[config.mk]
export PLATFORM = sky130hd
export DESIGN_NAME = wfsd_seq
export DESIGN_NICKNAME = d
export VERILOG_FILES = /design/src/hw/rtl/wfsd_pkg.sv /design/src/hw/rtl/wfsd_seq.sv
export SDC_FILE = /design/constraint.sdc
export NUM_CORES = 1
export LEC_CHECK = 0
export ABC_AREA = 1
export ABC_CLOCK_PERIOD_IN_PS = 2400
export BUFFER_PORTS_ARGS = -buffer_cell sky130_fd_sc_hd__buf_2
export CAP_MARGIN = 5
export CORE_MARGIN = 3
export CORE_UTILIZATION = 40
export DETAILED_ROUTE_END_ITERATION = 8
export PLACE_DENSITY = 0.79
export SETUP_SLACK_MARGIN = 0.15
export SYNTH_ARGS = -nofsm -noshare
export SYNTH_HDL_FRONTEND = slang
export SYNTH_SLANG_ARGS = --single-unit
[constraint.sdc]
create_clock -name clk -period 2.4 [get_ports clk]
set_input_delay 0.12 -clock clk [delete_from_list [all_inputs] [get_ports clk]]
set_output_delay 0.12 -clock clk [all_outputs]
set_load 0.005 [all_outputs]
[src/hw/rtl/wfsd_pkg.sv]
// Shared types, constants, microcode program and helper functions for the wall-follow step.
`timescale 1ns / 1ps
package wfsd_pkg;

  localparam int DEF_BODY_LEN_MM      = 310;
  localparam int DEF_BODY_WID_MM      = 140;
  localparam int DEF_ANGLE_ITERATIONS = 16;

  localparam int CORDIC_MAX = 24;
  localparam int IW         = 5;   // iteration index width
  localparam int CW         = 34;  // CORDIC x/y width
  localparam int ZW         = 25;  // CORDIC angle width
  localparam int PW         = 4;   // program counter width

  localparam logic signed [31:0] PI_Q16 = 32'sd205887;
  localparam logic [12:0] THRESHOLD_RESET = 13'd150;

  typedef logic [PW-1:0] pc_t;

  localparam pc_t PC_CORDIC = 4'd1;
  localparam pc_t PC_UNUSED = 4'd9;
  localparam pc_t PC_LAST   = 4'd9;

  typedef enum logic [1:0] {
    SIDE_LEFT   = 2'd0,
    SIDE_RIGHT  = 2'd1,
    SIDE_REAR   = 2'd2,
    SIDE_UNUSED = 2'd3
  } side_t;

  typedef enum logic [2:0] {
    REG_THRESHOLD = 3'd0,
    REG_LAT_KP    = 3'd1,
    REG_LAT_KV    = 3'd2,
    REG_LON_KP    = 3'd3,
    REG_LON_KV    = 3'd4,
    REG_YAW_KA    = 3'd5,
    REG_YAW_KW    = 3'd6
  } reg_idx_t;

  typedef enum logic [1:0] {
    COND_NONE   = 2'd0,
    COND_LOOP   = 2'd1,
    COND_UNUSED = 2'd2
  } cond_t;

  typedef enum logic [2:0] {
    MUL_NONE   = 3'd0,
    MUL_KP_OFF = 3'd1,
    MUL_KV_V   = 3'd2,
    MUL_YAW_PI = 3'd3,
    MUL_KW_W   = 3'd4,
    MUL_KA_YR  = 3'd5
  } mul_t;

  typedef enum logic [2:0] {
    ACC_HOLD   = 3'd0,
    ACC_LOAD_V = 3'd1,
    ACC_LOAD_W = 3'd2,
    ACC_SUB_P  = 3'd3,
    ACC_SUB_PR = 3'd4
  } acc_t;

  typedef enum logic [1:0] {
    WB_NONE = 2'd0,
    WB_V    = 2'd1,
    WB_W    = 2'd2
  } wb_t;

  typedef struct packed {
    logic  init;
    logic  cstep;
    logic  yaw_ld;
    logic  yr_ld;
    mul_t  mul;
    acc_t  acc;
    wb_t   wb;
    logic  done;
    cond_t cond;
    pc_t   target;
  } ctl_t;

  typedef struct packed {
    logic iter_last;
    logic unused;
  } flags_t;

  typedef struct packed {
    logic [12:0]        threshold_mm;
    logic signed [31:0] lat_kp;
    logic signed [31:0] lat_kv;
    logic signed [31:0] lon_kp;
    logic signed [31:0] lon_kv;
    logic signed [31:0] yaw_ka;
    logic signed [31:0] yaw_kw;
  } cfg_t;

  typedef struct packed {
    logic signed [13:0] offset_mm;
    logic signed [15:0] yaw_angle;
    logic signed [31:0] axis_velocity;
    logic signed [31:0] yaw_rate;
  } res_t;

  // microcode ROM
  function automatic ctl_t ucode(input pc_t pc);
    ctl_t c;
    c = '0;
    unique case (pc)
      4'd0: begin
        c.init   = 1'b1;
        c.cond   = COND_UNUSED;
        c.target = PC_UNUSED;
      end
      4'd1: begin
        c.cstep  = 1'b1;
        c.cond   = COND_LOOP;
        c.target = PC_CORDIC;
      end
      4'd2: begin
        c.yaw_ld = 1'b1;
        c.mul    = MUL_KP_OFF;
        c.acc    = ACC_LOAD_V;
      end
      4'd3: begin
        c.mul = MUL_KV_V;
        c.acc = ACC_SUB_P;
      end
      4'd4: begin
        c.mul = MUL_YAW_PI;
        c.acc = ACC_SUB_PR;
      end
      4'd5: begin
        c.wb    = WB_V;
        c.acc   = ACC_LOAD_W;
        c.yr_ld = 1'b1;
        c.mul   = MUL_KW_W;
      end
      4'd6: begin
        c.mul = MUL_KA_YR;
        c.acc = ACC_SUB_PR;
      end
      4'd7: begin
        c.acc = ACC_SUB_PR;
      end
      4'd8: begin
        c.wb   = WB_W;
        c.done = 1'b1;
      end
      default: begin
        c.done = 1'b1;
      end
    endcase
    return c;
  endfunction

  // arctangent of 2^-i in units of pi/2^23
  function automatic logic [22:0] atan_val(input logic [IW-1:0] i);
    logic [22:0] r;
    unique case (i)
      5'd0:    r = 23'd2097152;
      5'd1:    r = 23'd1238021;
      5'd2:    r = 23'd654136;
      5'd3:    r = 23'd332050;
      5'd4:    r = 23'd166669;
      5'd5:    r = 23'd83416;
      5'd6:    r = 23'd41718;
      5'd7:    r = 23'd20860;
      5'd8:    r = 23'd10430;
      5'd9:    r = 23'd5215;
      5'd10:   r = 23'd2608;
      5'd11:   r = 23'd1304;
      5'd12:   r = 23'd652;
      5'd13:   r = 23'd326;
      5'd14:   r = 23'd163;
      5'd15:   r = 23'd81;
      5'd16:   r = 23'd41;
      5'd17:   r = 23'd20;
      5'd18:   r = 23'd10;
      5'd19:   r = 23'd5;
      5'd20:   r = 23'd3;
      5'd21:   r = 23'd1;
      5'd22:   r = 23'd1;
      default: r = 23'd0;
    endcase
    return r;
  endfunction

  function automatic logic signed [31:0] sat32(input logic signed [63:0] v);
    logic signed [31:0] r;
    if (v > 64'sd2147483647) begin
      r = 32'sh7fffffff;
    end else if (v < -64'sd2147483648) begin
      r = 32'sh80000000;
    end else begin
      r = v[31:0];
    end
    return r;
  endfunction

endpackage

[src/hw/rtl/wfsd_seq.sv]
// Microcode sequencer: step counter, control ROM and conditional jumps.
`timescale 1ns / 1ps
module wfsd_seq (
  input  logic            clk,
  input  logic            rst_n,
  input  logic            start,
  input  logic            out_free,
  input  wfsd_pkg::flags_t flags,
  output wfsd_pkg::ctl_t  ctl,
  output logic            run,
  output logic            busy
);
  import wfsd_pkg::*;

  pc_t  pc_r, pc_nxt;
  logic busy_r, busy_nxt;
  logic taken;

  assign ctl  = ucode(pc_r);
  assign busy = busy_r;
  assign run  = busy_r && (!ctl.done || out_free);

  always_comb begin
    unique case (ctl.cond)
      COND_LOOP:   taken = !flags.iter_last;
      COND_UNUSED: taken = flags.unused;
      default:     taken = 1'b0;
    endcase
  end

  always_comb begin
    busy_nxt = busy_r;
    pc_nxt   = pc_r;
    if (!busy_r) begin
      if (start) begin
        busy_nxt = 1'b1;
        pc_nxt   = '0;
      end
    end else if (run) begin
      if (ctl.done) begin
        busy_nxt = 1'b0;
      end else if (taken) begin
        pc_nxt = ctl.target;
      end else begin
        pc_nxt = pc_r + 1'b1;
      end
    end
  end

  always_ff @(posedge clk) begin
    if (!rst_n) begin
      busy_r <= 1'b0;
      pc_r   <= '0;
    end else begin
      busy_r <= busy_nxt;
      pc_r   <= pc_nxt;
    end
  end

  a_pc_range: assert property (@(posedge clk) disable iff (!rst_n)
    busy_r |-> pc_r <= PC_LAST)
    else $error("program counter beyond program");

  a_start: assert property (@(posedge clk) disable iff (!rst_n)
    (start && !busy_r) |=> (busy_r && pc_r == '0))
    else $error("start did not enter program at step zero");

endmodule

Word level (Yosys, flattened, before mapping)
Index checks and enable logic that the tools add are counted.
{ "op_classes": {"addsub": 1, "reduce_logical": 8, "n_eq_ne": 12, "n_mux": 19} }
{ "op_table": {"columns": ["operator", "count"], "rows": [
  ["$mux W4", 5],
  ["$eq A4 B3 Y1 const B", 4],
  ["$pmux W3 S5", 1],
  ["$pmux W3 S4", 1],
  ["$pmux W6 S2", 1],
  ["$mux W1", 9],
  ["$eq A4 B2 Y1 const B", 2],
  ["$reduce_or A8 Y1", 1],
  ["$add A4 B1 Y4 const B", 1],
  ["$eq A4 B1 Y1 const B", 1],
  ["$eq A4 B4 Y1 const B", 1],
  ["$logic_not A4 Y1", 1],
  ["$ne A2 B2 Y1 const B", 2],
  ["$pmux W2 S2", 1],
  ["$reduce_and A3 Y1", 1],
  ["$reduce_or A3 Y1", 1],
  ["$eq A2 B1 Y1 const B", 1],
  ["$eq A2 B2 Y1 const B", 1],
  ["$pmux W1 S2", 1],
  ["$reduce_bool A2 Y1", 1],
  ["$logic_and A1 B1 Y1", 1],
  ["$logic_not A1 Y1", 1],
  ["$logic_or A1 B1 Y1", 1]
]} }
{ "totals": {"inputBits": 6, "ff_bits": 5, "word_cells": 42, "output_inout_bits": 21} }

Depth between registers and ports, before layout
{ "depth": {"word_depth": 8, "ltp_mapped": 13, "mapped_depth_nobuf": 13} }

Worst setup path before layout
OpenSTA, ideal clock, no wires.
{ "synth_path": {"kind": "reg2reg", "startpoint": "reg pc_r[0]", "endpoint": "reg pc_r[1]", "arrival_ns": 1.675, "synth_period_minus_slack_ns": 1.745, "setup_time_ns": 0.070, "n_path_buf": 0, "required_ns": 2.330, "path_stages_with_launch": 12, "setup_slack_ns": 0.655, "cell_sequence": "dfxtp_1 > inv_1 > ha_1 > inv_1 > nor2_2 > inv_1 > ha_1 > nand2_1 > nand2_1 > nor2_1 > nand3_1 > a21oi_1"} }
{ "synth_via": {"elab_chain_cells": 8, "word_cells_on_any_way": 23, "classes_between": "1 x add/sub; 11 x eq/ne; 6 x mux; 5 x reduce/logical"} }
{ "synth_lines": {"columns": ["element", "line_no", "source"], "rows": [
  ["start: declaration", "wfsd_seq.sv:15", "pc_t pc_r, pc_nxt;"],
  ["start signal: assignment", "wfsd_seq.sv:56", "pc_r <= pc_nxt;"],
  ["$eq A4 B1 Y1 / $logic_not A4 Y1 (equally long branches)", "wfsd_pkg.sv:109", "unique case (pc)"],
  ["$pmux W6 S2", "wfsd_pkg.sv:109", null],
  ["$eq A2 B2 Y1 / $eq A2 B1 Y1 (equally long branches)", "wfsd_seq.sv:24", "unique case (ctl.cond)"],
  ["$pmux W1 S2", "wfsd_seq.sv:24", null],
  ["$mux W4", "wfsd_seq.sv:42", "end else if (taken) begin"],
  ["$mux W4", "wfsd_seq.sv:40", "if (ctl.done) begin"],
  ["$mux W4", "wfsd_seq.sv:39", "end else if (run) begin"],
  ["$mux W4", "wfsd_seq.sv:34", "if (!busy_r) begin"]
]} }
Several ways; a longest one is shown, not always the timed one. The select of a mux whose other input is x is not followed.
A chain may end at the register's enable or synchronous reset.

Worst setup path after layout
{ "layout_path": {"startpoint": "reg pc_r[2]", "endpoint": "out run"} }
{ "layout_via": {"elab_chain_cells": 4, "word_cells_on_any_way": 11, "classes_between": "7 x eq/ne; 4 x reduce/logical"} }
{ "layout_lines": {"columns": ["element", "line_no", "source"], "rows": [
  ["$eq A4 B3 Y1, or another cell as far along", "wfsd_pkg.sv:109", null],
  ["$reduce_or A8 Y1 (no line) (*)", null, null],
  ["$logic_or A1 B1 Y1 (*)", "wfsd_seq.sv:21", "assign run = busy_r && (!ctl.done || out_free);"],
  ["$logic_and A1 B1 Y1 (*)", "wfsd_seq.sv:21", null],
  ["end: declaration", "wfsd_seq.sv:10", "output logic run,"]
]} }
Every way passes the cells marked *; elsewhere a longest branch is shown, timed or not.

==> run_results.csv <==
group,metric,value,unit
run_status,status,"finished clean",
die,floorplan.die_area,2074,um^2
placement,port_buffers,24,
die,die_height,45.55,um
grt,remaining_global_route_overflow,0,
synth,yosys_warnings,0,
clocking,cts_repair_resize_count,0,
setup_path,worst_r2r_startpoint,"pc_r[2]",
setup_path,critical_path.reg2reg.endpoint,"pc_r[0]",
clocking,cts_tree,"built",
clocking,clock_tree_root_buffer_cell,"sky130_fd_sc_hd__clkbuf_4",
detailed_routing,routed-via-count,666,
detailed_routing,detail_route.wl_per_cell,10.60,um
grt,maximum_number_of_pins_on_one_net_before_global_route_repair,11,
min_path,hold_class,"in2reg",
detailed_routing,detail_route.wirelength.met1,623,um
final_layout,seq_area,102.6,um^2
clocking,setup_bufs_post_cts,0,
synth,synth_seq_cells,5,
final_layout,finish.net_count,134,
setup_path,worstRegToRegCells,9,
timing,finalSetupViolations,0,
setup_path,timing.critical_path.fanout_max,10,
setup_path,cp.arrival,1.97,ns
die,die_span_in_x,45.55,um
die,start_util,0.4525,
timing,worst_clock_skew,0.01014,ns
timing,timing.setup.tns,0,ns
timing,fmax,477.6,MHz
final_layout,antenna_cells_inserted,0,
clocking,clock_sink_count,5,
setup_path,setup.worst_path.end_class,"output port",
synth,synthMuxAreaShare,0,
synth,netlist_instances,98,
synth,combinational_family_with_the_most_area_after_synthesis,"simple AND/OR/NAND/NOR gates",
final_layout,nFillCells,143,
synth,synthSimpleGateAreaFrac,0.4180,
placement,placed_cells,131,
placement,place.gp.congestion,0.8324,
flow_run,cap_viol_max_count,0,
setup_path,timing.critical_path.from_type,"register",
min_path,hold_path_startpoint,"rst_n",
clocking,clkTransAtPathRegs,0.05,ns
detailed_routing,dr.pass1.iters,4,
clocking,clock_latency_at_the_later_pin_of_the_worst_skew_pair,0.26,ns
timing,min_period,2.094,ns
clocking,cts_h_tree_depth,1,
final_layout,area_growth,20.00,%
detailed_routing,ratio_of_routed_vias_to_standard_cells,4.933,
setup_path,timing.setup.critical_path_class,"reg2out",
clocking,clock_path_buffers,2,
die,placement_rows,13,
power_and_ir_drop,fin_total_pwr,0.3787,mW
min_path,hold_depth,3,
detailed_routing,dr.first_iter.drc_count,7,
synth,syn_area_per_cell,6.384,um^2
synth,synth_sequential_area_ratio,0.1600,
min_path,hold_end,"pc_r[2]",
power_and_ir_drop,netSwitchingPower,0.1554,mW
power_and_ir_drop,power.switching_fraction,0.4103,
placement,placed_cell_area,711.9,um^2
detailed_routing,wl_met3,127,um
clocking,cts_made_buffers,3,
placement,detailed_place_hpwl,1136,um
detailed_routing,highest-signal-layer,"met4",
grt,grt_pass1_vias,571,
power_and_ir_drop,combPwrFrac,0.453,
detailed_routing,antenna_violating_nets_post_route,0,
setup_path,worstPathRequired,2.28,ns
detailed_routing,wl,1431,um
grt,grt_pass1_wl,2325,um
power_and_ir_drop,internal_power,0.2233,mW
detailed_routing,detailroute.wirelength.met2,669,um
timing,final_count_of_pins_violating_max_slew,0,
timing,rsz_0062_raised_after_global_routing,"no",
power_and_ir_drop,clock_power_share,0.282,
final_layout,stdcell_area,750.7,um^2
power_and_ir_drop,sequential_power_share,0.266,
power_and_ir_drop,pwr_density_cell,504.4,nW/um^2
power_and_ir_drop,p_leak,0.4863,nW
synth,synth_xor_xnor_area_share,0.01400,
final_layout,multi_input_comb_area,415.4,um^2
final_layout,share_of_cells_above_drive_strength_1,0.3667,
power_and_ir_drop,power.ir.vdd_worst,0.2968,mV
die,core_area,1383,um^2
synth,synth_fa_ha_area_frac,0.1400,
timing,hold_viol,0,
synth,complex_gate_fraction_of_the_synthesized_area,0.06400,
setup_path,worst-r2r-setup-slack,0.49,ns
grt,grt_antenna_before_repair,0,
timing,layout_worst_path_cycle_share,0.8724,
synth,post_synth_instance_area,625.6,um^2
detailed_routing,route.detailed.drc,0,
final_layout,finish.cell_count_without_fillers,135,
clocking,ctsHoldBuffers,0,
synth,synth_cell_type_count,22,
die,ios,27,
grt,grt_util_all_layers,0.1481,
## cells in the final DEF, fill, tap and decap left out
cell	netlist	final
sky130_fd_sc_hd__a21oi_1	5	5
sky130_fd_sc_hd__buf_2	0	24
sky130_fd_sc_hd__clkbuf_1	0	1
sky130_fd_sc_hd__clkbuf_4	0	3
sky130_fd_sc_hd__conb_1	1	2
sky130_fd_sc_hd__dfxtp_1	5	3
sky130_fd_sc_hd__dfxtp_2	0	2
sky130_fd_sc_hd__ha_1	7	6
sky130_fd_sc_hd__ha_2	0	1
sky130_fd_sc_hd__inv_1	17	16
sky130_fd_sc_hd__inv_2	1	2
sky130_fd_sc_hd__nand2_1	17	17
sky130_fd_sc_hd__nand2_2	3	3
sky130_fd_sc_hd__nand2_4	2	2
sky130_fd_sc_hd__nand3_1	16	16
sky130_fd_sc_hd__nand3_2	1	1
sky130_fd_sc_hd__nand4_1	1	1
sky130_fd_sc_hd__nor2_1	5	4
sky130_fd_sc_hd__nor2_2	3	3
sky130_fd_sc_hd__nor2_4	1	2
sky130_fd_sc_hd__nor3_1	1	1
sky130_fd_sc_hd__o21ai_0	2	2
sky130_fd_sc_hd__o21ai_1	1	1
sky130_fd_sc_hd__or2_2	1	1
sky130_fd_sc_hd__xor2_1	1	1
## kinds of logic after synthesis
logic type	after synthesis
compound gates	8
xor+xnor	1
fa+ha+maj	7
buf+inv	25
flops	5
other cells	1
simple gates	51
## flip-flops by register name, summed over array words and instances, names as in the netlist
register	count
busy	1
pc_r	4
## cells in the mapped netlist
| library cell | count | area share |
|---|---|---|
| sky130_fd_sc_hd__nand3_1 | 16 | 0.13 |
| sky130_fd_sc_hd__o21ai_0 | 2 | 0.016 |
| sky130_fd_sc_hd__ha_1 | 7 | 0.14 |
| sky130_fd_sc_hd__buf_4 | 6 | 0.072 |
| sky130_fd_sc_hd__xor2_1 | 1 | 0.014 |
| sky130_fd_sc_hd__a21oi_1 | 5 | 0.040 |
| sky130_fd_sc_hd__or2_2 | 1 | 0.010 |
| sky130_fd_sc_hd__nand2_4 | 2 | 0.036 |
| sky130_fd_sc_hd__nand4_1 | 1 | 0.010 |
| sky130_fd_sc_hd__conb_1 | 1 | 0.0060 |
| sky130_fd_sc_hd__nor2_2 | 3 | 0.030 |
| sky130_fd_sc_hd__inv_1 | 17 | 0.10 |
| sky130_fd_sc_hd__nor2_4 | 1 | 0.018 |
| sky130_fd_sc_hd__nand2_1 | 17 | 0.10 |
| sky130_fd_sc_hd__nand3_2 | 1 | 0.016 |
| sky130_fd_sc_hd__o21ai_1 | 1 | 0.0080 |
| sky130_fd_sc_hd__nor2_1 | 5 | 0.030 |
| sky130_fd_sc_hd__buf_6 | 1 | 0.018 |
| sky130_fd_sc_hd__inv_2 | 1 | 0.0060 |
| sky130_fd_sc_hd__nand2_2 | 3 | 0.030 |
| sky130_fd_sc_hd__nor3_1 | 1 | 0.0080 |
| sky130_fd_sc_hd__dfxtp_1 | 5 | 0.16 |
## stage by stage
stage          hold slack, ns  setup slack [ns]  utilization
2_1_floorplan          0.3039            0.6550            -
4_1_cts                0.1557            0.2026       0.5339
6_report               0.1649            0.3062       0.5430
5_1_grt                0.1891            0.1612       0.5430
3_5_place_dp           0.4197            0.4680       0.5149
3_3_place_gp           0.4203            0.5128       0.5149
## worst max-delay path by stage
| stage | cells past startpoint | end | from |
|---|---|---|---|
| floorplan | 11 | pc_r[1] | pc_r[0] |
| global placement | 12 | run | pc_r[0] |
| detailed placement | 13 | pc_r[1] | pc_r[0] |
| CTS | 12 | run | pc_r[0] |
| global route | 12 | run | pc_r[0] |
| finish | 11 | run | pc_r[2] |
## critical path: stages, from the launching register on
cell and delay (ns):
sky130_fd_sc_hd__dfxtp_1 0.53, sky130_fd_sc_hd__nor2_2 0.10, sky130_fd_sc_hd__inv_1 0.14, sky130_fd_sc_hd__nor2_2 0.07
sky130_fd_sc_hd__inv_1 0.08, sky130_fd_sc_hd__ha_2 0.20, sky130_fd_sc_hd__inv_1 0.06, sky130_fd_sc_hd__nor2_2 0.15
sky130_fd_sc_hd__nand2_4 0.09, sky130_fd_sc_hd__nand2_4 0.09, sky130_fd_sc_hd__o21ai_0 0.07, sky130_fd_sc_hd__buf_2 0.12
## final cells by class
type	instances	share of cell area
sequential	5	0.1367
clock buffer	4	0.03500
multi-input combinational	69	0.5533
inverter	18	0.09000
tap	15	0.02500
timing repair buffer	24	0.1600
## power by group through the flow
stage	clock (mW)	combinational, mW	sequential [mW]
2_1_floorplan	0	0.125	0.0993
3_3_place_gp	0	0.159	0.102
3_5_place_dp	0	0.164	0.102
4_1_cts	0.107	0.165	0.100
5_1_grt	0.112	0.196	0.102
6_report	0.107	0.171	0.101
## metal layers
| layer | vias up | global-route usage |
|---|---|---|
| li1 | 346 | - |
| met1 | 293 | 0.1863 |
| met2 | 24 | 0.2423 |
| met3 | 3 | 0.03953 |
| met4 | 0 | 0.04678 |
| met5 | - | 0 |
No activity file was read; power rests on OpenSTA's default activity.
