## config.mk

```make
export PLATFORM = sky130hd
export DESIGN_NAME = wfsd_dp
export DESIGN_NICKNAME = d
export VERILOG_FILES = /design/src/hw/rtl/wfsd_pkg.sv /design/src/hw/rtl/wfsd_dp.sv
export SDC_FILE = /design/constraint.sdc
export NUM_CORES = 2
export LEC_CHECK = 0
export ABC_AREA = 1
export ABC_CLOCK_PERIOD_IN_PS = 31600
export BUFFER_PORTS_ARGS = -buffer_cell sky130_fd_sc_hd__buf_2
export CAP_MARGIN = 25
export CORE_ASPECT_RATIO = 0.5
export CORE_MARGIN = 1.5
export CORE_UTILIZATION = 45
export CTS_BUF_LIST = sky130_fd_sc_hd__clkbuf_4
export DETAILED_ROUTE_END_ITERATION = 7
export GPL_TIMING_DRIVEN = 0
export PLACE_DENSITY = 0.62
export SLEW_MARGIN = 20
export SYNTH_ARGS = -nofsm -noshare
export SYNTH_HDL_FRONTEND = slang
export SYNTH_SLANG_ARGS = --single-unit
```

## constraint.sdc

```tcl
create_clock -name clk -period 31.6 [get_ports clk]
set_input_delay 6.32 -clock clk [delete_from_list [all_inputs] [get_ports clk]]
set_output_delay 6.32 -clock clk [all_outputs]
set_load 0.005 [all_outputs]
```

## src/hw/rtl/wfsd_pkg.sv

```systemverilog
// Shared types, constants, microcode program and helper functions for the wall-follow step.
`timescale 1ns / 1ps
package wfsd_pkg;

  localparam int DEF_BODY_LEN_MM      = 310;
  localparam int DEF_BODY_WID_MM      = 140;
  localparam int DEF_ANGLE_ITERATIONS = 16;

  localparam int CORDIC_MAX = 24;
  localparam int IW         = 5;   // iteration index width
  localparam int CW         = 34;  // CORDIC x/y width
  localparam int ZW         = 25;  // CORDIC angle width
  localparam int PW         = 4;   // program counter width

  localparam logic signed [31:0] PI_Q16 = 32'sd205887;
  localparam logic [12:0] THRESHOLD_RESET = 13'd150;

  typedef logic [PW-1:0] pc_t;

  localparam pc_t PC_CORDIC = 4'd1;
  localparam pc_t PC_UNUSED = 4'd9;
  localparam pc_t PC_LAST   = 4'd9;

  typedef enum logic [1:0] {
    SIDE_LEFT   = 2'd0,
    SIDE_RIGHT  = 2'd1,
    SIDE_REAR   = 2'd2,
    SIDE_UNUSED = 2'd3
  } side_t;

  typedef enum logic [2:0] {
    REG_THRESHOLD = 3'd0,
    REG_LAT_KP    = 3'd1,
    REG_LAT_KV    = 3'd2,
    REG_LON_KP    = 3'd3,
    REG_LON_KV    = 3'd4,
    REG_YAW_KA    = 3'd5,
    REG_YAW_KW    = 3'd6
  } reg_idx_t;

  typedef enum logic [1:0] {
    COND_NONE   = 2'd0,
    COND_LOOP   = 2'd1,
    COND_UNUSED = 2'd2
  } cond_t;

  typedef enum logic [2:0] {
    MUL_NONE   = 3'd0,
    MUL_KP_OFF = 3'd1,
    MUL_KV_V   = 3'd2,
    MUL_YAW_PI = 3'd3,
    MUL_KW_W   = 3'd4,
    MUL_KA_YR  = 3'd5
  } mul_t;

  typedef enum logic [2:0] {
    ACC_HOLD   = 3'd0,
    ACC_LOAD_V = 3'd1,
    ACC_LOAD_W = 3'd2,
    ACC_SUB_P  = 3'd3,
    ACC_SUB_PR = 3'd4
  } acc_t;

  typedef enum logic [1:0] {
    WB_NONE = 2'd0,
    WB_V    = 2'd1,
    WB_W    = 2'd2
  } wb_t;

  typedef struct packed {
    logic  init;
    logic  cstep;
    logic  yaw_ld;
    logic  yr_ld;
    mul_t  mul;
    acc_t  acc;
    wb_t   wb;
    logic  done;
    cond_t cond;
    pc_t   target;
  } ctl_t;

  typedef struct packed {
    logic iter_last;
    logic unused;
  } flags_t;

  typedef struct packed {
    logic [12:0]        threshold_mm;
    logic signed [31:0] lat_kp;
    logic signed [31:0] lat_kv;
    logic signed [31:0] lon_kp;
    logic signed [31:0] lon_kv;
    logic signed [31:0] yaw_ka;
    logic signed [31:0] yaw_kw;
  } cfg_t;

  typedef struct packed {
    logic signed [13:0] offset_mm;
    logic signed [15:0] yaw_angle;
    logic signed [31:0] axis_velocity;
    logic signed [31:0] yaw_rate;
  } res_t;

  // microcode ROM
  function automatic ctl_t ucode(input pc_t pc);
    ctl_t c;
    c = '0;
    unique case (pc)
      4'd0: begin
        c.init   = 1'b1;
        c.cond   = COND_UNUSED;
        c.target = PC_UNUSED;
      end
      4'd1: begin
        c.cstep  = 1'b1;
        c.cond   = COND_LOOP;
        c.target = PC_CORDIC;
      end
      4'd2: begin
        c.yaw_ld = 1'b1;
        c.mul    = MUL_KP_OFF;
        c.acc    = ACC_LOAD_V;
      end
      4'd3: begin
        c.mul = MUL_KV_V;
        c.acc = ACC_SUB_P;
      end
      4'd4: begin
        c.mul = MUL_YAW_PI;
        c.acc = ACC_SUB_PR;
      end
      4'd5: begin
        c.wb    = WB_V;
        c.acc   = ACC_LOAD_W;
        c.yr_ld = 1'b1;
        c.mul   = MUL_KW_W;
      end
      4'd6: begin
        c.mul = MUL_KA_YR;
        c.acc = ACC_SUB_PR;
      end
      4'd7: begin
        c.acc = ACC_SUB_PR;
      end
      4'd8: begin
        c.wb   = WB_W;
        c.done = 1'b1;
      end
      default: begin
        c.done = 1'b1;
      end
    endcase
    return c;
  endfunction

  // arctangent of 2^-i in units of pi/2^23
  function automatic logic [22:0] atan_val(input logic [IW-1:0] i);
    logic [22:0] r;
    unique case (i)
      5'd0:    r = 23'd2097152;
      5'd1:    r = 23'd1238021;
      5'd2:    r = 23'd654136;
      5'd3:    r = 23'd332050;
      5'd4:    r = 23'd166669;
      5'd5:    r = 23'd83416;
      5'd6:    r = 23'd41718;
      5'd7:    r = 23'd20860;
      5'd8:    r = 23'd10430;
      5'd9:    r = 23'd5215;
      5'd10:   r = 23'd2608;
      5'd11:   r = 23'd1304;
      5'd12:   r = 23'd652;
      5'd13:   r = 23'd326;
      5'd14:   r = 23'd163;
      5'd15:   r = 23'd81;
      5'd16:   r = 23'd41;
      5'd17:   r = 23'd20;
      5'd18:   r = 23'd10;
      5'd19:   r = 23'd5;
      5'd20:   r = 23'd3;
      5'd21:   r = 23'd1;
      5'd22:   r = 23'd1;
      default: r = 23'd0;
    endcase
    return r;
  endfunction

  function automatic logic signed [31:0] sat32(input logic signed [63:0] v);
    logic signed [31:0] r;
    if (v > 64'sd2147483647) begin
      r = 32'sh7fffffff;
    end else if (v < -64'sd2147483648) begin
      r = 32'sh80000000;
    end else begin
      r = v[31:0];
    end
    return r;
  endfunction

endpackage

```

## src/hw/rtl/wfsd_dp.sv

```systemverilog
// Datapath: offset, shared CORDIC stage, one multiplier, accumulator and velocity state.
`timescale 1ns / 1ps
module wfsd_dp #(
  parameter int BODY_LEN_MM      = wfsd_pkg::DEF_BODY_LEN_MM,
  parameter int BODY_WID_MM      = wfsd_pkg::DEF_BODY_WID_MM,
  parameter int ANGLE_ITERATIONS = wfsd_pkg::DEF_ANGLE_ITERATIONS
) (
  input  logic             clk,
  input  logic             rst_n,
  input  logic             load,
  input  logic [1:0]       cmd,
  input  logic [12:0]      dist_first,
  input  logic [12:0]      dist_second,
  input  wfsd_pkg::cfg_t   cfg,
  input  wfsd_pkg::ctl_t   ctl,
  input  logic             run,
  output wfsd_pkg::flags_t flags,
  output wfsd_pkg::res_t   res
);
  import wfsd_pkg::*;

  localparam int ITER_N = (ANGLE_ITERATIONS > CORDIC_MAX) ? CORDIC_MAX : ANGLE_ITERATIONS;
  localparam int LEN_X  = BODY_LEN_MM * 65536;
  localparam int WID_X  = BODY_WID_MM * 65536;
  localparam logic [IW-1:0] I_LAST = IW'(ITER_N - 1);

  side_t                 cmd_r, cmd_nxt;
  logic [12:0]           a_r, a_nxt, b_r, b_nxt;
  logic signed [13:0]    off_r, off_nxt;
  logic signed [CW-1:0]  x_r, x_nxt, y_r, y_nxt;
  logic signed [ZW-1:0]  z_r, z_nxt;
  logic [IW-1:0]         i_r, i_nxt;
  logic signed [15:0]    yaw_r, yaw_nxt;
  logic signed [19:0]    yr_r, yr_nxt;
  logic signed [63:0]    prod_r, prod_nxt, acc_r, acc_nxt;
  logic signed [31:0]    lat_v_r, lat_v_nxt, lon_v_r, lon_v_nxt, ang_r, ang_nxt;

  logic                  rear, unused;
  logic [13:0]           sum;
  logic signed [13:0]    off_raw, diff;
  logic signed [CW-1:0]  xs, ys;
  logic signed [ZW-1:0]  at;
  logic signed [25:0]    zr;
  logic signed [63:0]    rnd16, rnd15;
  logic signed [31:0]    ma, mb, v_cur, kp, kv, vsat;

  assign rear   = (cmd_r == SIDE_REAR);
  assign unused = (cmd_r == SIDE_UNUSED);

  assign sum     = {1'b0, a_r} + {1'b0, b_r};
  assign off_raw = $signed({1'b0, sum[13:1]}) - $signed({1'b0, cfg.threshold_mm});
  assign diff    = (cmd_r == SIDE_RIGHT) ? ($signed({1'b0, a_r}) - $signed({1'b0, b_r}))
                                         : ($signed({1'b0, b_r}) - $signed({1'b0, a_r}));

  assign xs = x_r >>> i_r;
  assign ys = y_r >>> i_r;
  assign at = $signed({2'b00, atan_val(i_r)});
  assign zr = ($signed({z_r[ZW-1], z_r}) + 26'sd128) >>> 8;

  assign rnd16 = (prod_r + 64'sd32768) >>> 16;
  assign rnd15 = (prod_r + 64'sd16384) >>> 15;

  assign v_cur = rear ? lon_v_r : lat_v_r;
  assign kp    = rear ? cfg.lon_kp : cfg.lat_kp;
  assign kv    = rear ? cfg.lon_kv : cfg.lat_kv;
  assign vsat  = sat32(acc_r);

  always_comb begin
    unique case (ctl.mul)
      MUL_KP_OFF: begin ma = kp;                        mb = {{18{off_r[13]}}, off_r}; end
      MUL_KV_V:   begin ma = kv;                        mb = v_cur; end
      MUL_YAW_PI: begin ma = {{16{yaw_r[15]}}, yaw_r};  mb = PI_Q16; end
      MUL_KW_W:   begin ma = cfg.yaw_kw;                mb = ang_r; end
      MUL_KA_YR:  begin ma = cfg.yaw_ka;                mb = {{12{yr_r[19]}}, yr_r}; end
      default:    begin ma = '0;                        mb = '0; end
    endcase
  end

  always_comb begin
    cmd_nxt   = cmd_r;
    a_nxt     = a_r;
    b_nxt     = b_r;
    off_nxt   = off_r;
    x_nxt     = x_r;
    y_nxt     = y_r;
    z_nxt     = z_r;
    i_nxt     = i_r;
    yaw_nxt   = yaw_r;
    yr_nxt    = yr_r;
    prod_nxt  = prod_r;
    acc_nxt   = acc_r;
    lat_v_nxt = lat_v_r;
    lon_v_nxt = lon_v_r;
    ang_nxt   = ang_r;

    if (load) begin
      cmd_nxt = side_t'(cmd);
      a_nxt   = dist_first;
      b_nxt   = dist_second;
    end

    if (run) begin
      if (ctl.init) begin
        off_nxt = (cmd_r == SIDE_LEFT) ? -off_raw : off_raw;
        x_nxt   = rear ? CW'(WID_X) : CW'(LEN_X);
        y_nxt   = {{(CW-30){diff[13]}}, diff, 16'd0};
        z_nxt   = '0;
        i_nxt   = '0;
      end
      if (ctl.cstep) begin
        if (y_r[CW-1]) begin
          x_nxt = x_r - ys;
          y_nxt = y_r + xs;
          z_nxt = z_r - at;
        end else begin
          x_nxt = x_r + ys;
          y_nxt = y_r - xs;
          z_nxt = z_r + at;
        end
        i_nxt = i_r + 1'b1;
      end
      if (ctl.yaw_ld) begin
        if (zr > 26'sd16384) begin
          yaw_nxt = 16'sd16384;
        end else if (zr < -26'sd16384) begin
          yaw_nxt = -16'sd16384;
        end else begin
          yaw_nxt = zr[15:0];
        end
      end
      if (ctl.yr_ld) begin
        yr_nxt = rnd15[19:0];
      end
      if (ctl.mul != MUL_NONE) begin
        prod_nxt = ma * mb;
      end
      unique case (ctl.acc)
        ACC_LOAD_V: acc_nxt = {{32{v_cur[31]}}, v_cur};
        ACC_LOAD_W: acc_nxt = {{32{ang_r[31]}}, ang_r};
        ACC_SUB_P:  acc_nxt = acc_r - prod_r;
        ACC_SUB_PR: acc_nxt = acc_r - rnd16;
        default:    acc_nxt = acc_r;
      endcase
      unique case (ctl.wb)
        WB_V: begin
          if (rear) begin
            lon_v_nxt = vsat;
          end else begin
            lat_v_nxt = vsat;
          end
        end
        WB_W:    ang_nxt = vsat;
        default: ;
      endcase
    end
  end

  always_ff @(posedge clk) begin
    if (!rst_n) begin
      lat_v_r <= '0;
      lon_v_r <= '0;
      ang_r   <= '0;
      i_r     <= '0;
    end else begin
      lat_v_r <= lat_v_nxt;
      lon_v_r <= lon_v_nxt;
      ang_r   <= ang_nxt;
      i_r     <= i_nxt;
    end
  end

  always_ff @(posedge clk) begin
    cmd_r  <= cmd_nxt;
    a_r    <= a_nxt;
    b_r    <= b_nxt;
    off_r  <= off_nxt;
    x_r    <= x_nxt;
    y_r    <= y_nxt;
    z_r    <= z_nxt;
    yaw_r  <= yaw_nxt;
    yr_r   <= yr_nxt;
    prod_r <= prod_nxt;
    acc_r  <= acc_nxt;
  end

  assign flags.iter_last = (i_r == I_LAST);
  assign flags.unused    = unused;

  assign res.offset_mm     = unused ? 14'sd0 : off_r;
  assign res.yaw_angle     = unused ? 16'sd0 : yaw_r;
  assign res.axis_velocity = rear ? lon_v_r : lat_v_r;
  assign res.yaw_rate      = unused ? ang_r : vsat;

  a_iter_range: assert property (@(posedge clk) disable iff (!rst_n)
    (run && ctl.cstep) |-> i_r <= I_LAST)
    else $error("CORDIC iteration index beyond count");

endmodule

```

# Yosys cells after proc, flatten, opt, wreduce, memory -nomap -nowiden

Memory sizes are Yosys's and may differ from the RTL's. A register that Yosys moved wholly into a read port is not among the register bits.
Cells that the tools add are included.

Register bits after elaboration: 400
Memory bits (read-only): 704
Bits of input ports: 256
Output and inout bits: 96
Word-level logic and storage cells: 99
Memories: 1

Add/sub/neg operators: 17
$mul: 1
Magnitude comparators: 4
Eq/ne operators: 15
Shift-type cells: 2
Mux-type cells: 28
Bitwise operators: 1
Reduce and logical (&&, ||, !) cells: 14

Memories:

| name             | words | bits a word | read ports | clocked after Yosys merged registers in | write ports | RTL line        | source |
|---|---|---|---|---|---|---|---|
| (name not given) | 32    | 22          | 1          | 1                                       | 0           | wfsd_pkg.sv:160 | `unique case (i)` |

Operator list:

| operator                                                         | number |
|---|---|
| case mux 32 bit (5 select lines)                                 | 2 |
| case mux 64 bit (4 select lines)                                 | 1 |
| two-way mux 34 bit                                               | 6 |
| two-way mux 32 bit                                               | 6 |
| two-way mux 25 bit                                               | 4 |
| adder 34 bit                                                     | 2 |
| >>> shifter 34 x 5 -> 34 bit                                     | 2 |
| subtractor 34 bit                                                | 2 |
| adder 64 x 17 -> 64 bit (second input constant)                  | 1 |
| greater-than comparator 64 x 32 -> 1 bit (second input constant) | 1 |
| less-than comparator 64 x 32 -> 1 bit (second input constant)    | 1 |
| multiplier 32 x 32 -> 64 bit                                     | 1 |
| subtractor 64 x 48 -> 64 bit                                     | 1 |
| subtractor 64 bit                                                | 1 |
| two-way mux 14 bit                                               | 3 |
| subtractor 13 x 13 -> 14 bit                                     | 3 |
| adder 35 x 16 -> 35 bit (second input constant)                  | 1 |
| two-way mux 16 bit                                               | 2 |
| adder 25 x 9 -> 26 bit (second input constant)                   | 1 |
| adder 25 x 24 -> 25 bit                                          | 1 |
| subtractor 25 x 24 -> 25 bit                                     | 1 |
| two-way mux 5 bit                                                | 4 |
| greater-than comparator 18 x 16 -> 1 bit (second input constant) | 1 |
| less-than comparator 18 x 15 -> 1 bit (second input constant)    | 1 |
| 17 further kinds                                                 | 33 |

# Logic depth before layout (Yosys ltp)

Word-level depth: 4
Depth in mapped cells: 43
Gate-level depth less buffers: 39

# Least setup slack after synthesis

No wires, ideal clock.

Path kind: input to register
Start point: input port ctl[12] in the netlist's numbering
End point: register prod_r[62] (data pin)
Setup time: 0.260 ns
Data arrival time: 13.979 ns
Data required time: 31.340 ns
Slack: 17.361 ns
Stages on the path: 30
Buffers on the path: 2
Path through: inv_1 > nor3_1 > clkbuf_1 > o21ai_0 > o22ai_1 > nor2_1 > buf_2 > nor2_1 > fa_1 > fa_1 > fa_1 > fa_1 > inv_1 > fa_1 > inv_1 > fa_1 > inv_1 > fa_1 > inv_1 > fa_1 > ha_1 > a21oi_1 > inv_1 > a31oi_1 > nand2_1 > nand3_1 > o311ai_0 > a221oi_1 > nand2_1 > xor2_1

Word-level cells in the longest chain between the ends: 3

Ends and longest elaborated chain:

| what                                              | RTL line       | source |
|---|---|---|
| start, declared                                   | wfsd_dp.sv:15  | `input wfsd_pkg::ctl_t ctl,` |
| equality test 3 bit, or another cell as far along | wfsd_dp.sv:69  | `unique case (ctl.mul)` |
| case mux 32 bit (5 select lines)                  | wfsd_dp.sv:69  |  |
| multiplier 32 x 32 -> 64 bit (*)                  | wfsd_dp.sv:135 | `prod_nxt = ma * mb;` |
| end signal, assigned                              | wfsd_dp.sv:182 | `prod_r <= prod_nxt;` |
| end, declared                                     | wfsd_dp.sv:35  | `logic signed [63:0] prod_r, prod_nxt, acc_r, acc_nxt;` |

Mark *: on every way between the ends. The rest lies on a longest branch, timed or not.
A chain may end at the register's enable or synchronous reset.

# Worst setup path in the final report

Start point: input port ctl[12] in the netlist's numbering
End point: register prod_r[50] (data pin)

Same word-level chain as after synthesis.

==> flow_metrics.tcl <==
set metrics [dict create \
    rsz0062_at_grt "no" \
    run_status "complete, but fails checks" \
    fin_crit_sh 0.5209 \
    initialDrtViolationCount 8068 \
    number_of_nets_produced_by_synthesis 11750 \
    synth_common_cells "1986 x nand2_1, 1885 x inv_1, 1240 x nor2_1, 1090 x fa_1, 592 x o21ai_0" \
    crit_path_frequent_cell "fa_1" \
    detail_route.drc_violations 1 \
    hold_buffers 0 \
    final-max-slew-violation-count 0 \
    gr-usage-all-layers 0.3840 \
    slew_headroom 0.1401 \
    hpwlAfterDp_um 272100 \
    timing.critical_path.from_type "input pin" \
    cp_data_arrival_time_ps 17350 \
    rows 105 \
    setup_tns_ps 0 \
    ys_top_cells_by_area "fa_1 29%, edfxtp_1 12%, nand2_1 10%, inv_1 9.5%, ha_1 6.8%" \
    clk_transition_reported_paths_ps 80 \
    dieWidth_um 578.2 \
    final_nets 12240 \
    place_congestion 1.091 \
    synth_top_cell_area_share 0.2931 \
    criticalPathCategory "input pin to flip-flop" \
    clock_skew_ps 128.8 \
    syn-instance-count 9997 \
    cts-buffers-inserted 112 \
    synthDominantAreaCellType "fa_1" \
    multi_input_area_sq_um 54210 \
    timing.critical_path.slowest_cell_delay_ps 820 \
    rr_worst_depth 31 \
    synthesis.area_sq_um 74450 \
    boundaryPins 352 \
    port_buffers 343 \
    hp-start "lat_v_r[31]$_SDFFE_PN0P_" \
    number_of_enable_type_register_cells_in_the_synthesized_netlist 299 \
    layout-area-overhead-vs-synth_pct 8.962 \
    yosys_most_used_dff "edfxtp_1" \
    critical_path.reg2reg.endpoint "prod_r[50]$_DFFE_PP_" \
    initial_antenna_violation_count 14 \
    cp_data_required_time_ps 32490 \
    finalSetupViolations 0 \
    avgSynthCellArea_sq_um 7.447 \
    ys_seq_elements 422 \
    globalRouteOverflowTotal 0 \
    post-route-min-period_ps 16460 \
    initial_core_util 0.4537 \
    insertion_delay_ps 1160 \
    h-tree-depth 3 \
    finalHoldViolCount 0 \
    wl_per_cell_um 25.43 \
    min-delay-path-class "flip-flop to flip-flop" \
    post_drt_via_cell_ratio 5.607 \
    yosys_warnings 0 \
    worst_setup_path_end_kind "flip-flop" \
    maximum_buffer_depth_of_the_clock_tree 3 \
    seq_area_frac_synth 0.1537 \
    yosysUniqueCellTypes 72 \
    critical_path_peak_fanout 10 \
    grt_pass1_wl_um 468800 \
    area_occupied_by_registers_sq_um 11440 \
    die-area_sq_um 168000 \
    ys_async_sr_fraction 0 \
    worst-r2r-setup-slack_ps 19420 \
    clock_sinks 422 \
    cts_resized 0 \
    worstMarginPinSlew_ps 1281 \
    detailroute.via_count 71690 \
    root_buffer "clkbuf_4" \
    fill_cells 16760 \
    clock_tree_from_tritoncts "done" \
    routed_wirelength_um 325200 \
    min_path_cells 2 \
    violations "antenna violations, design-rule violations" \
    die_h_um 290.6 \
    buffers_inserted_during_post_cts_setup_optimization 0 \
    yosys.cell_count.top_type "nand2_1" \
    fp.coreArea_sq_um 164100 \
    r2r_start "cmd_r[0]$_DFFE_PP_" \
    share_of_post_route_cells_with_drive_strength_above_1 0.08330 \
    drtPass1Iterations 8 \
    cap_violations 0 \
    drt.antenna.violating_nets 1 \
    grt_pass1_vias 69730 \
    grt_start_max_net_pins 58 \
    fmax_ghz 0.06075 \
    critPathSlowestCell "clkbuf_1" \
    hold_end "lat_v_r[31]$_SDFFE_PN0P_" \
]
sequential cells by signal (all words and copies together) (netlist names):
name and count:
acc_r 64, prod_r 64, x_r 34, y_r 34, ang_r 32, lat_v_r 32
lon_v_r 32, z_r 25, at 22, yr_r 20, yaw_r 16, off_r 14
a_r 13, b_r 13, i_r 5, cmd_r 2
metal layers:
layer,global-route usage,vias up,wire (um)
li1,-,32300,-
met1,0.5217,35030,135400
met4,0.1379,6,14070
met2,0.5660,3763,135300
met3,0.1312,593,40330
met5,0,-,39
critical path, delay by kind of cell:
kind / cells / cell delay, ps
buffers and inverters: 10 / 2300
xor gates and xnor gates: 1 / 170
AOI/OAI and AO/OA: 5 / 2000
adders and majority gates: 9 / 4680
and+or+nand+nor: 8 / 1850
logic make-up (layout without fill, tap and decap cells):
group / Yosys count / after routing / synth area share
AO/OA/AOI/OAI: 1523 / 1523 / 0.1139
XOR/XNOR: 254 / 254 / 0.02988
adder cells (fa/ha/maj): 1494 / 1494 / 0.3610
buffers and inverters: 2301 / 2880 / 0.1201
flip-flops: 422 / 422 / 0.1537
multiplexers: 5 / 5 / 0.0006722
other: 0 / 17 / 0
AND/OR/NAND/NOR: 3998 / 3998 / 0.2208
layout by cell type (no fill, tap or decap), types with 17 or more instances in the layout:
master	Yosys	routed
nand2_1	1986	1986
inv_1	1885	1884
nor2_1	1240	1239
fa_1	1090	1090
o21ai_0	592	582
a21oi_1	546	544
buf_2	135	479
nand3_1	453	453
ha_1	404	404
edfxtp_1	299	299
clkbuf_1	190	187
xor2_1	183	183
clkbuf_4	0	151
dfxtp_1	123	123
nor3_1	88	85
xnor2_1	71	71
o21ai_1	57	63
nand4_1	53	53
clkinv_1	13	40
a31oi_1	40	40
o22ai_1	39	39
nor4_1	39	38
o21a_1	37	37
a21o_1	34	34
nor2_2	32	33
o211ai_1	31	31
o221ai_1	31	31
buf_1	29	30
inv_2	26	26
o21bai_1	24	24
nand2_2	23	23
buf_4	13	22
or2_2	21	21
diode_2	0	17
o21ai_2	13	17
layout make-up:
cell class,instances,share of cell area
flip-flops and latches,422,0.1410
clock inverters,54,0.005182
multi-input cells,7274,0.6682
plain buffers,375,0.02108
diodes,17,0.0005244
repair buffers,374,0.02696
inverters,1926,0.08924
well taps,2193,0.03382
clock buffers,151,0.01397
worst max-delay path by stage:
stage / start / endpoint / slack (ps) / cells after the start
finish: ctl[12] / prod_r[50]$_DFFE_PP_ / 15140 / 33
global route: ctl[14] / prod_r[50]$_DFFE_PP_ / 15010 / 33
CTS: ctl[14] / prod_r[50]$_DFFE_PP_ / 15590 / 33
detailed placement: ctl[14] / prod_r[50]$_DFFE_PP_ / 14460 / 33
global placement: ctl[13] / prod_r[50]$_DFFE_PP_ / 14410 / 35
floorplan: ctl[12] / prod_r[62]$_DFFE_PP_ / 17360 / 30
per-stage QoR:
step                cells  area (sq um)  hold WS [ps]  setup slack (ps)    util
CTS                 12760         81040         542.8             15590  0.4939
finish              12790         81130         547.6             15140  0.4944
detailed placement  12560         79480         540.6             14460  0.4844
global route        12780         81100         560.7             15010  0.4942
global placement    12530         78910         526.8             14410  0.4809
floorplan            9997         74450         470.1             17360       -
Power is left out: the tool's default activity adds up to more than one toggle a clock period on the data nets, which glitch-free logic cannot reach.
